## src/rtl/assert_macros.svh

```systemverilog
// assertion helpers shared by the rtl
`ifndef ASSERT_MACROS_SVH
`define ASSERT_MACROS_SVH

// property must hold at every clock edge outside reset
`define ASSERT_HOLDS(lbl, clk, rstn, prop) \
  lbl: assert property (@(posedge clk) disable iff (!rstn) (prop)) \
    else $error("assertion failed");

// condition must never be true outside reset
`define ASSERT_NEVER(lbl, clk, rstn, cond) \
  `ASSERT_HOLDS(lbl, clk, rstn, !(cond))

`endif

```

## src/rtl/ipv4hc_pkg.sv

```systemverilog
package ipv4hc_pkg;

  localparam int CountWidthDef = 32;
  localparam int NumCats       = 8;
  localparam int CatW          = $clog2(NumCats);

  typedef enum logic [3:0] {
    V_SMALL    = 4'd0,
    V_VERSION  = 4'd1,
    V_HDRLEN   = 4'd2,
    V_CHECKSUM = 4'd3,
    V_TOTLEN   = 4'd4,
    V_SHORT    = 4'd5,
    V_FRAGMENT = 4'd6,
    V_TCP      = 4'd7,
    V_UDP      = 4'd8,
    V_ICMP     = 4'd9,
    V_OTHER    = 4'd10
  } verdict_e;

  // statistics slot shared by all delivered verdicts
  localparam logic [CatW-1:0] CatDelivered = CatW'(7);

  typedef struct packed {
    logic [7:0] data_byte;
    logic       last_byte;
  } in_t;

  typedef struct packed {
    logic [3:0]  verdict;
    logic [5:0]  header_bytes;
    logic [15:0] payload_len;
    logic [7:0]  protocol;
    logic [31:0] category_count;
    logic [31:0] packet_count;
  } out_t;

  // verdict of one packet, handed from parser to statistics
  typedef struct packed {
    verdict_e        verdict;
    logic [CatW-1:0] cat;
    logic [5:0]      header_bytes;
    logic [15:0]     payload_len;
    logic [7:0]      protocol;
  } info_t;

  typedef struct packed {
    logic s1_valid;
    logic fwd_hit;
  } stats_status_t;

endpackage

```

## src/rtl/ipv4hc_parser.sv

```systemverilog
module ipv4hc_parser
  import ipv4hc_pkg::*;
(
  input  logic       clk_i,
  input  logic       rst_ni,
  input  logic       take_i,
  input  in_t        byte_i,
  output info_t      info_o
);

  localparam logic [7:0] ProtoTcp  = 8'd6;
  localparam logic [7:0] ProtoUdp  = 8'd17;
  localparam logic [7:0] ProtoIcmp = 8'd1;

  logic [15:0] idx_q, idx_d;
  logic [16:0] acc_q, acc_d;
  logic [7:0]  hi_q, hi_d;
  logic [7:0]  vi_q, vi_d;
  logic [15:0] tl_q, tl_d;
  logic [15:0] fw_q, fw_d;
  logic [7:0]  pr_q, pr_d;
  logic [5:0]  hlen;
  logic [17:0] sum;
  logic [7:0]  b;
  verdict_e    verdict;
  logic        delivered;

  assign b = byte_i.data_byte;

  always_comb begin
    vi_d = vi_q;
    tl_d = tl_q;
    fw_d = fw_q;
    pr_d = pr_q;
    case (idx_q)
      16'd0:   vi_d = b;
      16'd2:   tl_d = {b, tl_q[7:0]};
      16'd3:   tl_d = {tl_q[15:8], b};
      16'd6:   fw_d = {b, fw_q[7:0]};
      16'd7:   fw_d = {fw_q[15:8], b};
      16'd9:   pr_d = b;
      default: ;
    endcase
  end

  assign hlen = {vi_d[3:0], 2'b00};
  assign sum  = {1'b0, acc_q} + {2'b00, hi_q, b};

  // header words feed the sum, odd bytes close a word
  always_comb begin
    acc_d = acc_q;
    hi_d  = hi_q;
    if (idx_q < {10'd0, hlen}) begin
      if (!idx_q[0]) begin
        hi_d = b;
      end else begin
        acc_d = {1'b0, sum[15:0]} + {15'd0, sum[17:16]};
      end
    end
  end

  assign idx_d = (idx_q != 16'hFFFF) ? idx_q + 16'd1 : idx_q;

  always_comb begin
    delivered = 1'b0;
    if (idx_d < 16'd20) begin
      verdict = V_SMALL;
    end else if (vi_d[7:4] != 4'd4) begin
      verdict = V_VERSION;
    end else if (hlen < 6'd20 || {10'd0, hlen} > idx_d) begin
      verdict = V_HDRLEN;
    end else if (acc_d != 17'h0FFFF) begin
      verdict = V_CHECKSUM;
    end else if (tl_d < {10'd0, hlen}) begin
      verdict = V_TOTLEN;
    end else if (idx_d < tl_d) begin
      verdict = V_SHORT;
    end else if ((fw_d & 16'hBFFF) != 16'd0) begin
      verdict = V_FRAGMENT;
    end else begin
      delivered = 1'b1;
      case (pr_d)
        ProtoTcp:  verdict = V_TCP;
        ProtoUdp:  verdict = V_UDP;
        ProtoIcmp: verdict = V_ICMP;
        default:   verdict = V_OTHER;
      endcase
    end
  end

  assign info_o.verdict      = verdict;
  assign info_o.cat          = delivered ? CatDelivered : verdict[CatW-1:0];
  assign info_o.header_bytes = hlen;
  assign info_o.payload_len  = delivered ? tl_d - {10'd0, hlen} : 16'd0;
  assign info_o.protocol     = pr_d;

  always_ff @(posedge clk_i or negedge rst_ni) begin
    if (!rst_ni) begin
      idx_q <= '0;
      acc_q <= '0;
      hi_q  <= '0;
      vi_q  <= '0;
      tl_q  <= '0;
      fw_q  <= '0;
      pr_q  <= '0;
    end else if (take_i) begin
      if (byte_i.last_byte) begin
        idx_q <= '0;
        acc_q <= '0;
        hi_q  <= '0;
        vi_q  <= '0;
        tl_q  <= '0;
        fw_q  <= '0;
        pr_q  <= '0;
      end else begin
        idx_q <= idx_d;
        acc_q <= acc_d;
        hi_q  <= hi_d;
        vi_q  <= vi_d;
        tl_q  <= tl_d;
        fw_q  <= fw_d;
        pr_q  <= pr_d;
      end
    end
  end

endmodule

```

## config.mk

```make
export PLATFORM = sky130hd
export DESIGN_NAME = ipv4hc_parser
export DESIGN_NICKNAME = d
export VERILOG_FILES = /design/src/rtl/assert_macros.svh /design/src/rtl/ipv4hc_pkg.sv /design/src/rtl/ipv4hc_parser.sv
export SDC_FILE = /design/constraint.sdc
export NUM_CORES = 1
export LEC_CHECK = 0
export BUFFER_PORTS_ARGS = -buffer_cell sky130_fd_sc_hd__buf_2
export CORE_MARGIN = 4
export CORE_UTILIZATION = 40
export CTS_BUF_LIST = sky130_fd_sc_hd__clkbuf_16
export DETAILED_ROUTE_END_ITERATION = 8
export GPL_ROUTABILITY_DRIVEN = 0
export RECOVER_POWER = 50
export SETUP_SLACK_MARGIN = 0.02
export SKIP_CTS_REPAIR_TIMING = 1
export SLEW_MARGIN = 20
export SYNTH_ARGS = -nofsm -noshare
export SYNTH_HDL_FRONTEND = slang
export SYNTH_SLANG_ARGS = --single-unit
```

## constraint.sdc

```tcl
create_clock -name clk_i -period 7.4 [get_ports clk_i]
set_clock_uncertainty 0.1 [all_clocks]
set_input_delay 1.11 -clock clk_i [delete_from_list [all_inputs] [get_ports clk_i]]
set_output_delay 1.11 -clock clk_i [all_outputs]
set_load 0.05 [all_outputs]
```

# After elaboration in Yosys (flattened, before gate mapping)
# Index checks and enable logic that the tools add are counted.
totals:
  out_inout_bits: 37
  regBits: 88
  wordCells: 67
op_classes:
  n_mux: 33
  addsub: 4
  n_eq_ne: 12
  reduce_logical: 5
  magnitude_cmp: 6
op_table:
  columns: ["operator", "count"]
  rows:
  - ["two-way mux 16 bit", 5]
  - ["one-hot mux 16 bit (2 select lines)", 2]
  - ["two-way mux 8 bit", 7]
  - ["two-way mux 17 bit", 3]
  - ["== test 16 x 2 -> 1 bit, second input constant", 2]
  - ["== test 16 x 3 -> 1 bit, second input constant", 2]
  - ["< comparator 16 x 6 -> 1 bit", 2]
  - ["two-way mux 4 bit", 7]
  - ["adder 17 x 16 -> 18 bit", 1]
  - ["adder 16 x 2 -> 17 bit", 1]
  - ["!= test 17 x 16 -> 1 bit, second input constant", 1]
  - ["adder 16 x 1 -> 16 bit, second input constant", 1]
  - ["== test 16 x 4 -> 1 bit, second input constant", 1]
  - ["greater-than comparator 6 x 16 -> 1 bit", 1]
  - ["zero test 16 bit", 1]
  - ["< comparator 16 bit", 1]
  - ["< comparator 16 x 5 -> 1 bit, second input constant", 1]
  - ["!= test 16 bit, second input constant", 1]
  - ["nonzero test 16 bit", 1]
  - ["subtractor 16 x 6 -> 16 bit", 1]
  - ["one-hot mux 4 bit (3 select lines)", 1]
  - ["== test 8 x 1 -> 1 bit, second input constant", 1]
  - ["== test 8 x 3 -> 1 bit, second input constant", 1]
  - ["== test 8 x 5 -> 1 bit, second input constant", 1]
  - ["8 further kinds", 14]

# Depth between registers and ports, before layout
logic_depth:
  depth_word: 12
  ltp_mapped: 25
  mapped_depth_nobuf: 23

# Worst setup path after synthesis
# OpenSTA, ideal clock, no wires.
synth_path:
  path_type: "in2out"
  start: "input byte_i[1] in the netlist's numbering"
  end: "output info_o[35] in the netlist's numbering"
  setup_slack_ns: -1.397
  arrival_ns: 7.587
  cell_stages: 24
  path_cell_list: "ha_1 > fa_1 > a211oi_1 > o21ai_0 > and3_1 > o21a_1 > o21a_1 > o21ai_0 > nand2_1 > a21oi_1 > xnor2_1 > ha_1 > inv_1 > fa_1 > inv_1 > and3_1 > and3_1 > clkbuf_1 > nand3_1 > or4_1 > o311a_1 > a2111o_1 > buf_6 > nor4b_1"
synth_rtl:
  columns: ["item", "line_no", "rtl"]
  rows:
  - ["start, declared", "ipv4hc_parser.sv:7", "input in_t byte_i,"]
  - ["end, declared", "ipv4hc_parser.sv:8", "output info_t info_o"]

==> impl_results.md <==
* Hold Startpoint: fw_q[15]$_DFFE_PN0P_
* Setup ws final at 0.0723 ns
* All-layer global routing usage at 0.242
* Worst setup EP type: output port
* Adder-Cell Fraction of Synth Area at 0.0886
* Compound-Gate Fraction of Synth Area at 0.263
* Main area contributors after synthesis: dfrtp_1 30%, ha_1 8.1%, a22o_1 4.0%
* Rows at 49
* Total Power at 1.77 mW
* Die area at roughly 21,000 um^2
* Clock Sinks at 88
* Worst skew pair latency at 0.36 ns
* Antenna violations before repair at 0
* Global-route wire length before repair at roughly 39,000 um
* Post-synthesis mux area share at 0.0205
* P&R area growth vs syn at 19.0%
* CP max stage cell: or4_1
* FMAX at between 100 and 150 MHz
* Routed Antenna Nets at 0
* Violated checks: capacitance limit, slew limit
* Largest net degree at the start of global routing at 47
* Vias in the first global route at 6,852
* Core box area at 18,100 um^2
* Flop-to-flop setup slack at approximately 2.5 ns
* Tcrit/Tclk final at 0.990
* Clock edge transition at the registers on the reported setup and hold paths at 0.07 ns
* Cells after Synth at 878
* Worst R2R End: acc_q[14]$_DFFE_PN0P_
* Yosys cell types at 81
* Lkg Pwr at 4.01 nW
* Max FO, Critical Path at 18
* Slew Limit Headroom at -0.646
* CTS tree: done
* Clock root buffer master: clkbuf_16
* Non-Filler Instances at 1,166
* # setup viols final at 0
* Wire length per cell at between 20 and 25 um
* Worst hold path type: reg2reg
* Final Hold Viols at 0
* Final core utilization at 0.489
* Initial core utilization at 0.411
* Worst path max stage delay at 0.54 ns
* Final nets at 995
* R2R cell count at 23
* Crit path kind: in2out
* Drt initial violations at between 500 and 600
* Grt ovf at 0
* Post-synth EDFFs at 0
* DRT Pass-1 Iters at 5
* Main combinational cell family by area after synthesis: compound AO/OA/AOI/OAI gates
* Synth Register Bits at 88
* Max clock buf depth at 2
* Setup WS pre-CTS at -0.0410 ns
* Setup Total Neg Slack at 0 ns
* Yosys top cell by area: dfrtp_1
* Top cell by count, worst path: and3_4
* Top post-synthesis cells by count: 88 x dfrtp_1, 71 x nand2_1, 55 x o21ai_0
* CP startpoint kind: input port
* DIE WIDTH at 145 um
* Outcome: finished with violations
* Min-Delay Endpoint: fw_q[15]$_DFFE_PN0P_
* DR vias/cell at 6.21
* Yosys top cell area share at 0.295
* DRC violations left at 0
* Hold Path Cell Cnt at 2
* RSZ-0062 raised after global routing: yes
* Simple-gate share of the synthesized area at 0.232
* R2R Path Start: acc_q[10]$_DFFE_PN0P_
* CP Data Arrival Time at roughly 6.1 ns
* XOR/XNOR Fraction of Synth Area at 0.0446
* Least-Margin Pin Slew at 2.47 ns
* Synthesized area per cell at 8.49 um^2
* Top FF cell, synth: dfrtp_1
* Die height at 145 um
* Max VDD drop at 159 uV
* H-tree lvl count at 3
* Pins Over Slew Limit at 159
* Area of the mapped netlist at between 7000 and 8000 um^2
* Share of cells above drive strength 1 at 0.178
* Max-cap violations at 4
* # diodes at 0
* Seq/Total Area, Yosys at 0.295
* Final WL at 24,800 um
* Tmin final at 7.33 ns
* Synth warn at 0
* Asr flop ratio synth at 1.00
* Power per cell area at 200 nW/um^2
* Worst EP required at around 6.2 ns
* Post-DP HPWL at 18,300 um
* Via Count at 7,240
* CTS Buf Count at 9
* IO Port Bufs at 46
* Dpl cells at about 1,100
* Top-count cell post-synth: dfrtp_1
* I/O pin count at 49
[power by group]
group	switching (mW)	internal [mW]	total, mW
clock network	0.219	0.266	0.485
logic	0.477	0.264	0.741
registers	0.0320	0.513	0.545
[state kept, by name, indices dropped and copies added, names as in the netlist]
| name | count |
|---|---|
| vi_q | 8 |
| tl_q | 16 |
| idx_q | 16 |
| fw_q | 15 |
| acc_q | 17 |
| pr_q | 8 |
| hi_q | 8 |
[cell families (layout without fill, tap and decap cells)]
family / count (synthesis) / count (layout)
AND/OR/NAND/NOR: 314 / 314
AO/OA/AOI/OAI: 272 / 272
buffers and inverters: 99 / 157
flip-flops: 88 / 88
adder cells (fa/ha/maj): 51 / 51
XOR/XNOR: 38 / 38
multiplexers: 15 / 15
other: 1 / 2
[layout make-up]
type	count	area, um^2
Sequential cell	88	2200
Inverter	46	173
Clock buffer	9	225
Clock inverter	7	76.3
Timing Repair Buffer	95	742
Tap cell	229	287
Multi-Input combinational cell	692	5170
Fill cell	1715	9270
[critical path, delay by kind of cell]
kind                     cells  cell delay [ns]
AO/OA/AOI/OAI                9             1.80
AND/OR/NAND/NOR              6             1.22
adder cells (fa/ha/maj)      4             1.18
buffers and inverters        5             0.61
XOR/XNOR                     1             0.17
[worst max path at each step]
| stage | cells past startpoint | start | to |
|---|---|---|---|
| 3_3_place_gp | 25 | byte_i[1] | info_o[36] |
| 4_1_cts | 26 | byte_i[1] | info_o[36] |
| 6_report | 25 | byte_i[1] | info_o[16] |
| 3_5_place_dp | 25 | byte_i[1] | info_o[36] |
| 2_1_floorplan | 25 | byte_i[1] | info_o[15] |
| 5_1_grt | 25 | byte_i[1] | info_o[16] |
[through the flow]
stage | hold WS [ns] | area (um^2)
after floorplan | 0.341 | 7790
after global placement | 0.359 | 8420
after detailed placement | 0.366 | 8420
after CTS | 0.382 | 8720
after global routing | 0.399 | 8870
final | 0.374 | 8870
[metal layers]
metal  routed length (um)  track usage
met3                 1520       0.0440
met5                    0            0
met1                11800        0.362
met4                  731       0.0805
met2                10700        0.351
[cell usage in the layout, fill, tap and decap left out, drive strengths merged, types with 4 or more instances in the layout]
master   instances
o211ai           8
buf             91
xnor2           23
a21o            13
dfrtp           88
and4             5
a2111oi          4
ha              48
nand3           37
o21a             5
and3            15
clkinv           4
and2            10
or2              6
xor2            15
a21oi           36
nand2           71
nand4           23
inv             48
a22o            34
o21ai           59
or4             10
nor2b            6
a41oi            6
o2111ai          4
o31ai            8
nor3            23
nor4            31
o2bb2ai         22
or3              6
clkbuf          13
nor2            45
a22oi           15
a31oi           10
a211oi          10
mux2i           13
o22ai            6
nand2b          16
No activity file was read; power rests on OpenSTA's default activity.
