`config.mk`:
```
export PLATFORM = sky130hd
export DESIGN_NAME = ipv4hc_stats
export DESIGN_NICKNAME = d
export VERILOG_FILES = /design/src/rtl/assert_macros.svh /design/src/rtl/ipv4hc_pkg.sv /design/src/rtl/ipv4hc_stats.sv
export SDC_FILE = /design/constraint.sdc
export NUM_CORES = 1
export LEC_CHECK = 0
export BUFFER_PORTS_ARGS = -buffer_cell sky130_fd_sc_hd__buf_2
export CORE_AREA = 2 2 221 223
export CTS_CLUSTER_SIZE = 16
export DETAILED_ROUTE_END_ITERATION = 12
export DIE_AREA = 0 0 223 225
export GPL_ROUTABILITY_DRIVEN = 0
export MAX_ROUTING_LAYER = met4
export PLACE_DENSITY = 0.54
export SYNTH_ARGS = -nofsm -noshare
export SYNTH_HDL_FRONTEND = slang
export SYNTH_SLANG_ARGS = --single-unit
export TNS_END_PERCENT = 5
```
`constraint.sdc`:
```
create_clock -name clk_i -period 6.5 [get_ports clk_i]
set_input_delay 0.65 -clock clk_i [delete_from_list [all_inputs] [get_ports clk_i]]
set_output_delay 0.65 -clock clk_i [all_outputs]
set_load 0.02 [all_outputs]
```
`src/rtl/assert_macros.svh`:
```
// assertion helpers shared by the rtl
`ifndef ASSERT_MACROS_SVH
`define ASSERT_MACROS_SVH

// property must hold at every clock edge outside reset
`define ASSERT_HOLDS(lbl, clk, rstn, prop) \
  lbl: assert property (@(posedge clk) disable iff (!rstn) (prop)) \
    else $error("assertion failed");

// condition must never be true outside reset
`define ASSERT_NEVER(lbl, clk, rstn, cond) \
  `ASSERT_HOLDS(lbl, clk, rstn, !(cond))

`endif

```
`src/rtl/ipv4hc_pkg.sv`:
```
package ipv4hc_pkg;

  localparam int CountWidthDef = 32;
  localparam int NumCats       = 8;
  localparam int CatW          = $clog2(NumCats);

  typedef enum logic [3:0] {
    V_SMALL    = 4'd0,
    V_VERSION  = 4'd1,
    V_HDRLEN   = 4'd2,
    V_CHECKSUM = 4'd3,
    V_TOTLEN   = 4'd4,
    V_SHORT    = 4'd5,
    V_FRAGMENT = 4'd6,
    V_TCP      = 4'd7,
    V_UDP      = 4'd8,
    V_ICMP     = 4'd9,
    V_OTHER    = 4'd10
  } verdict_e;

  // statistics slot shared by all delivered verdicts
  localparam logic [CatW-1:0] CatDelivered = CatW'(7);

  typedef struct packed {
    logic [7:0] data_byte;
    logic       last_byte;
  } in_t;

  typedef struct packed {
    logic [3:0]  verdict;
    logic [5:0]  header_bytes;
    logic [15:0] payload_len;
    logic [7:0]  protocol;
    logic [31:0] category_count;
    logic [31:0] packet_count;
  } out_t;

  // verdict of one packet, handed from parser to statistics
  typedef struct packed {
    verdict_e        verdict;
    logic [CatW-1:0] cat;
    logic [5:0]      header_bytes;
    logic [15:0]     payload_len;
    logic [7:0]      protocol;
  } info_t;

  typedef struct packed {
    logic s1_valid;
    logic fwd_hit;
  } stats_status_t;

endpackage

```
`src/rtl/ipv4hc_stats.sv`:
```
module ipv4hc_stats
  import ipv4hc_pkg::*;
#(
  parameter int CountWidth = CountWidthDef
) (
  input  logic          clk_i,
  input  logic          rst_ni,
  input  logic          take_i,
  input  info_t         info_i,
  output logic          can_take_o,
  output logic          res_valid_o,
  input  logic          res_ready_i,
  output out_t          res_o,
  output stats_status_t status_o
);

  logic [CountWidth-1:0] cnt_mem [NumCats];
  logic [NumCats-1:0]    cnt_vld_q;
  logic [CountWidth-1:0] rd_data_q;
  logic                  rd_vld_q;

  logic                  s1_valid_q;
  info_t                 s1_info_q;
  logic                  s1_adv;

  logic                  fwd_valid_q;
  logic [CatW-1:0]       fwd_addr_q;
  logic [CountWidth-1:0] fwd_data_q;
  logic                  fwd_hit;

  logic [CountWidth-1:0] total_q;
  logic [CountWidth-1:0] cur, cat_new, tot_new;
  logic [31:0]           cat_rep, tot_rep;

  logic                  out_valid_q;
  out_t                  out_q;

  assign s1_adv     = s1_valid_q && (!out_valid_q || res_ready_i);
  assign can_take_o = !s1_valid_q || s1_adv;

  // last write may not yet be visible in the read data
  assign fwd_hit = fwd_valid_q && (fwd_addr_q == s1_info_q.cat);
  assign cur     = fwd_hit ? fwd_data_q : (rd_vld_q ? rd_data_q : '0);
  assign cat_new = (&cur) ? cur : cur + CountWidth'(1);
  assign tot_new = (&total_q) ? total_q : total_q + CountWidth'(1);

  generate
    if (CountWidth > 32) begin : g_clip
      assign cat_rep = (|cat_new[CountWidth-1:32]) ? 32'hFFFF_FFFF : cat_new[31:0];
      assign tot_rep = (|tot_new[CountWidth-1:32]) ? 32'hFFFF_FFFF : tot_new[31:0];
    end else if (CountWidth == 32) begin : g_same
      assign cat_rep = cat_new;
      assign tot_rep = tot_new;
    end else begin : g_ext
      assign cat_rep = {{(32-CountWidth){1'b0}}, cat_new};
      assign tot_rep = {{(32-CountWidth){1'b0}}, tot_new};
    end
  endgenerate

  always_ff @(posedge clk_i) begin
    if (s1_adv) begin
      cnt_mem[s1_info_q.cat] <= cat_new;
    end
    if (take_i) begin
      rd_data_q <= cnt_mem[info_i.cat];
    end
  end

  always_ff @(posedge clk_i or negedge rst_ni) begin
    if (!rst_ni) begin
      cnt_vld_q   <= '0;
      rd_vld_q    <= 1'b0;
      s1_valid_q  <= 1'b0;
      fwd_valid_q <= 1'b0;
      total_q     <= '0;
      out_valid_q <= 1'b0;
    end else begin
      if (take_i) begin
        rd_vld_q <= cnt_vld_q[info_i.cat];
      end
      if (s1_adv) begin
        cnt_vld_q[s1_info_q.cat] <= 1'b1;
        fwd_valid_q              <= 1'b1;
        total_q                  <= tot_new;
      end
      if (can_take_o) begin
        s1_valid_q <= take_i;
      end
      if (s1_adv) begin
        out_valid_q <= 1'b1;
      end else if (res_ready_i) begin
        out_valid_q <= 1'b0;
      end
    end
  end

  always_ff @(posedge clk_i) begin
    if (take_i) begin
      s1_info_q <= info_i;
    end
    if (s1_adv) begin
      fwd_addr_q           <= s1_info_q.cat;
      fwd_data_q           <= cat_new;
      out_q.verdict        <= s1_info_q.verdict;
      out_q.header_bytes   <= s1_info_q.header_bytes;
      out_q.payload_len    <= s1_info_q.payload_len;
      out_q.protocol       <= s1_info_q.protocol;
      out_q.category_count <= cat_rep;
      out_q.packet_count   <= tot_rep;
    end
  end

  assign res_valid_o       = out_valid_q;
  assign res_o             = out_q;
  assign status_o.s1_valid = s1_valid_q;
  assign status_o.fwd_hit  = fwd_hit;

endmodule

```
# ---- Yosys cells after proc, flatten, opt, wreduce, memory -nomap -nowiden
# Memory sizes are Yosys's and may differ from the RTL's. A register that Yosys moved wholly into a read port is not among the register bits.
# Index checks and enable logic that the tools add are counted.
dict set report classes {
  magnitude_cmp 3
  mul 0
  eq_ne 1
  div 0
  n_mux 12
  n_addsub 2
  n_shift 0
  reduce_logical 10
  bitwise_logic 1
}
# cell n
set ops {}
lappend ops {{2-to-1 mux 32 bit} 4}
lappend ops {{adder 32 x 1 -> 32 bit, second input constant} 2}
lappend ops {{AND reduction 32 bit} 2}
lappend ops {{less-than comparator 3 x 4 -> 1 bit, second input constant} 2}
lappend ops {{bitwise OR 8 bit} 1}
lappend ops {{2-to-1 mux 1 bit} 6}
lappend ops {{binary-select mux 1 bit (select 3 bit)} 1}
lappend ops {{demux 1 bit (select 3 bit)} 1}
lappend ops {{equality test 3 bit} 1}
lappend ops {{greater-or-equal comparator 3 x 1 -> 1 bit, second input constant} 1}
lappend ops {{logical AND 1 bit} 3}
lappend ops {{zero test 1 bit} 2}
lappend ops {{logical OR 1 bit} 2}
lappend ops {{nonzero test 2 bit} 1}
dict set report word_totals {
  ram_bits 256
  inputBits 41
  wordCells 48
  register_bits 182
  mem_count 1
  latch_bits 0
  romBits 0
}
# name words word_bits read_ports rd_ports_with_merged_regs write_ports line
set mem_list {}
lappend mem_list {cnt_mem 8 32 1 1 1 ipv4hc_stats.sv:17} ;# logic [CountWidth-1:0] cnt_mem [NumCats];

# ---- Longest topological paths before layout
dict set report logic_depth {
  word_depth 5
  mapped_depth 16
  depth_no_buf 13
}

# ---- Worst setup path after synthesis
# Ideal clock, no wire load.
dict set report synth_path {
  path_type {input to register}
  from {in res_ready_i}
  to {mem cnt_mem[4][0] (netlist name) (enable)}
  cell_stages 4
  path_buffers 1
  arrival_time_ns 4.497
  setup_slack_ns 1.488
  required_time_ns 5.985
  path_cell_list {nand2b_1 > nand2_1 > clkbuf_1 > nor4b_1}
}
dict set report synth_between {
  elab_chain_cells 4
}
# item line
set synth_lines {}
lappend synth_lines {{start: declaration} ipv4hc_stats.sv:12} ;# input logic res_ready_i,
lappend synth_lines {{logical OR 1 bit} ipv4hc_stats.sv:38} ;# assign s1_adv = s1_valid_q && (!out_valid_q || res_ready_i);
lappend synth_lines {{logical AND 1 bit} ipv4hc_stats.sv:38}
lappend synth_lines {{2-to-1 mux 1 bit} ipv4hc_stats.sv:61} ;# if (s1_adv) begin
lappend synth_lines {{2-to-1 mux 1 bit (not written as such)} ipv4hc_stats.sv:62} ;# cnt_mem[s1_info_q.cat] <= cat_new;
lappend synth_lines {{end: declaration} ipv4hc_stats.sv:17}
# Every way passes these cells.

# ---- Worst setup path after layout
dict set report layout_path {
  from {reg s1_info_q[31] (netlist name)}
  to {mem cnt_mem[2][19] (netlist name), data pin}
}
dict set report layout_between {
  elab_chain_cells 5
}
# item line
set layout_lines {}
lappend layout_lines {{start: declaration} ipv4hc_stats.sv:23} ;# info_t s1_info_q;
lappend layout_lines {{start signal: assignment} ipv4hc_stats.sv:99} ;# s1_info_q <= info_i;
lappend layout_lines {{equality test 3 bit (*)} ipv4hc_stats.sv:42} ;# assign fwd_hit = fwd_valid_q && (fwd_addr_q == s1_info_q.cat);
lappend layout_lines {{logical AND 1 bit (*)} ipv4hc_stats.sv:42}
lappend layout_lines {{2-to-1 mux 32 bit (*)} ipv4hc_stats.sv:43} ;# assign cur = fwd_hit ? fwd_data_q : (rd_vld_q ? rd_data_q : '0);
lappend layout_lines {{adder 32 x 1 -> 32 bit / AND reduction 32 bit (equally long branches)} ipv4hc_stats.sv:44} ;# assign cat_new = (&cur) ? cur : cur + CountWidth'(1);
lappend layout_lines {{2-to-1 mux 32 bit (*)} ipv4hc_stats.sv:44}
lappend layout_lines {{net cat_new[19]} ipv4hc_stats.sv:32} ;# logic [CountWidth-1:0] cur, cat_new, tot_new;
# Mark *: on every way through the listed nets, which the timed path passes. The rest lies on a longest branch.

==> metrics.log <==
INFO  metric status = complete, no violations
INFO  metric detailedRoute.firstPassIterationCount = 4
INFO  metric setup.worst_path.class = reg2reg
INFO  metric finalSetupViolations = 0
INFO  metric timing.max_cap.violations = 0
INFO  metric drt_drc_violations_left = 0
INFO  metric num_rows = 80
INFO  metric vias = ~10,000
INFO  metric detail_route.wl_per_cell = about 23 um
INFO  metric die_area = approximately 0.05 sq mm
INFO  metric power = 7.28 mW
INFO  metric ys_seq_elements = 470
INFO  metric post-synth-top-area-cell = edfxtp_1
INFO  metric dp_hpwl = 25,700 um
INFO  metric critical_path.max_fanout = 11
INFO  metric synth_top_area_frac = 0.675
INFO  metric num_antenna_cells = 0
INFO  metric die_w = between 200 and 250 um
INFO  metric vias_in_the_first_global_route = 10,345
INFO  metric max_freq = 237 MHz
INFO  metric timing.clock.skew = roughly 0.023 ns
INFO  metric critical_path.endpoint_type = flop
INFO  metric final_slew_violations = 0
INFO  metric timing.critical_path.cells = xnor2_4 > nand4_4 > inv_2 > o21ai_0 > ha_1 > nand3_1 > nor3_1 > and3_1 > o211ai_2 > and2_1 > nor3b_1 > xnor2_1
INFO  metric p_int = between 5 and 6 mW
INFO  metric maximum_number_of_pins_on_one_net_before_global_route_repair = 62
INFO  metric tritoncts_clock_tree = yes
INFO  metric grt_remaining_overflow = 0
INFO  metric netlist_instances = 1,091
INFO  metric synth_flop_cell = edfxtp_1
INFO  metric postSynth.asyncResetShare = 0.0936
INFO  metric gr-usage-all-layers = 0.181
INFO  metric clkSinkCount = 470
INFO  metric final.hold.worst_slack = 0.243 ns
INFO  metric post-cts-setup-buffers = 0
INFO  metric unrepaired_setup_endpoints_after_global_routing = no
INFO  metric area.growth.synth_to_final = 15.9%
INFO  metric detail_route.iter0.violations = just under 800
INFO  metric cp_top_family = simple AND/OR/NAND/NOR gates
INFO  metric dp_cells = between 1,500 and 2,000
INFO  metric routed_wl = 43,500 um
INFO  metric placeableCoreArea = roughly 0.048 sq mm
INFO  metric ys_warn_count = 0
INFO  metric power_frac_comb = 0.105
INFO  metric cp.buffers_inverters = 1
INFO  metric port-buffer-count = between 100 and 150
INFO  metric post_synth_edffs = approximately 430
INFO  metric clk_latency = 0.58 ns
INFO  metric synth_commonest_cells = edfxtp_1 (426), nand2_1 (85), mux4_2 (66), nand3_1 (52), xnor2_1 (52)
INFO  metric yosysSeqAreaShare = 0.733
INFO  metric synth_area_per_cell = roughly 17 sq um
INFO  metric setup-tns-final = 0 ns
INFO  metric critPathMaxStageDelay = between 0.5 and 0.6 ns
INFO  metric sw_frac_of_total = 0.249
INFO  metric grt_pass1_wl = 65,700 um
INFO  metric synth_area = 0.0190 sq mm
INFO  metric p_leak = about 7.6 nW
INFO  metric power-per-cell-area = approximately 330 mW/mm^2
INFO  metric clock-root-buffer = clkbuf_16
INFO  metric fin_crit = around 4.2 ns
INFO  metric place_ws = between 2 and 2.5 ns
INFO  metric ctsHtreeMaxLevel = 2
INFO  metric p_sw = between 1.5 and 2 mW
INFO  metric tightest_slew = about 1.2 ns
INFO  metric path_clk_slew = ~0.060 ns
INFO  metric nets = approximately 1,300
INFO  metric grt_antenna_before_repair = 0
INFO  metric ant_nets = 0
INFO  metric synth_area_leaders = edfxtp_1 (68%), mux4_2 (7.8%), dfrtp_1 (5.8%), xnor2_1 (2.4%), xor2_1 (2.1%)
INFO  metric final-instance-count-excl-fill = roughly 1,900
INFO  metric worst_hold_path_type = in2reg
INFO  metric p_seq_frac = 0.523
INFO  metric drive_gt1_frac = 0.285
INFO  metric category_of_the_worst_setup_path_launch_point = flop
INFO  metric cts_max_path_buffers = 3
INFO  metric slew-limit-headroom = 0.174
INFO  metric synth_most_common_cell = edfxtp_1
INFO  metric cts_buffers = 50
INFO  metric postSynthNetCount = between 1,000 and 1,500
INFO  metric netlist-cell-type-count = 52
INFO  metric vias_per_cell = approximately 5.3
INFO  metric vdd.ir_drop.worst = 0.212 mV
INFO  metric pwr-share-clk = 0.372
INFO  metric worst-endpoint-arrival = around 4.5 ns
INFO  metric cts_resized = 0
INFO  metric hold_viol = 0
INFO  metric fin_crit_sh = 0.650
INFO  metric critPathRequiredTime = just under 7 ns
INFO  metric number_of_primary_i_o_pins = roughly 140
INFO  metric floorplan.die.height = around 230 um
INFO  metric cpMaxStageDelayCell = edfxtp_1
INFO  metric cts_hold_buf = 0
INFO  metric start_util = 0.399
INFO  metric worst_slack = 2.27 ns
## final cells by class
cell class              count  area (sq um)
clock inverters            30           236
clock buffers              60          1310
flip-flops and latches    470         13900
repair buffers            163           873
multi-input cells         572          4870
fillers                  4109         25600
inverters                   2          10.0
well taps                 615           769
## layer usage
layer  GRT usage  routed length, um  up-vias
met1       0.246              19600     5216
met3      0.0327               2500       66
met4      0.0550                952        0
met5           -                  0        -
li1            -                  -     4583
met2       0.279              20500      325
## worst paths after layout
check / start / end / slack, ns / cells after the start
worst min register to register: s1_info_q[35]$_DFFE_PP_ / res_o[96]$_DFFE_PP_ / 0.40 / 0
min in group asynchronous: rst_ni / total_q[0]$_DFFE_PN0P_ / 0.28 / 1
worst min-delay path: info_i[27] / s1_info_q[27]$_DFFE_PP_ / 0.24 / 1
worst max-delay path: s1_info_q[31]$_DFFE_PP_ / cnt_mem[2][19]$_DFFE_PP_ / 2.27 / 12
worst max register to register: s1_info_q[31]$_DFFE_PP_ / cnt_mem[2][19]$_DFFE_PP_ / 2.27 / 12
max in group asynchronous: rst_ni / cnt_vld_q[3]$_DFFE_PN0P_ / 5.54 / 1
## kinds of logic after synthesis
family,synth area share
and+or+nand+nor,0.0835
xor gates and xnor gates,0.0491
AOI/OAI and AO/OA,0.0179
DFF,0.733
muxes,0.103
adders and majority gates,0.00132
buffers and inverters,0.0122
## flip-flops by register name (all words and copies together) (netlist names), 3 cells and up
name        flops
res_o          98
cnt_vld_q       8
total_q        32
s1_info_q      37
fwd_addr_q      3
rd_data_q      32
cnt_mem       256
## metrics by stage
step | util | cell area [sq um]
global placement | 0.429 | 20400
CTS | 0.462 | 22000
global route | 0.462 | 22000
finish | 0.462 | 22000
floorplan | - | 19000
detailed placement | 0.429 | 20400
## cell usage in the layout, fill, tap and decap left out, types with 23 or more instances in the layout
cell       netlist  final
xnor2_1         52     52
xor2_1          46     46
a21oi_1         24     24
nor2_1          36     35
dfrtp_1         44     44
nand2_1         85     85
buf_4            3     23
nand3_1         52     52
clkbuf_16        0     51
and3_1          38     38
edfxtp_1       426    426
buf_2           11    140
mux2_2          35     35
nand4_1         26     26
mux4_2          66     66
## power by group through the flow
stage          Clock [mW]  Sequential [mW]  Combinational [mW]
2_1_floorplan           0             3.90               0.431
6_report             2.71             3.80               0.767
5_1_grt              2.91             3.83               0.847
3_5_place_dp            0             3.87               0.779
3_3_place_gp            0             3.86               0.771
4_1_cts              2.78             3.81               0.782
No activity file was read; power rests on OpenSTA's default activity.
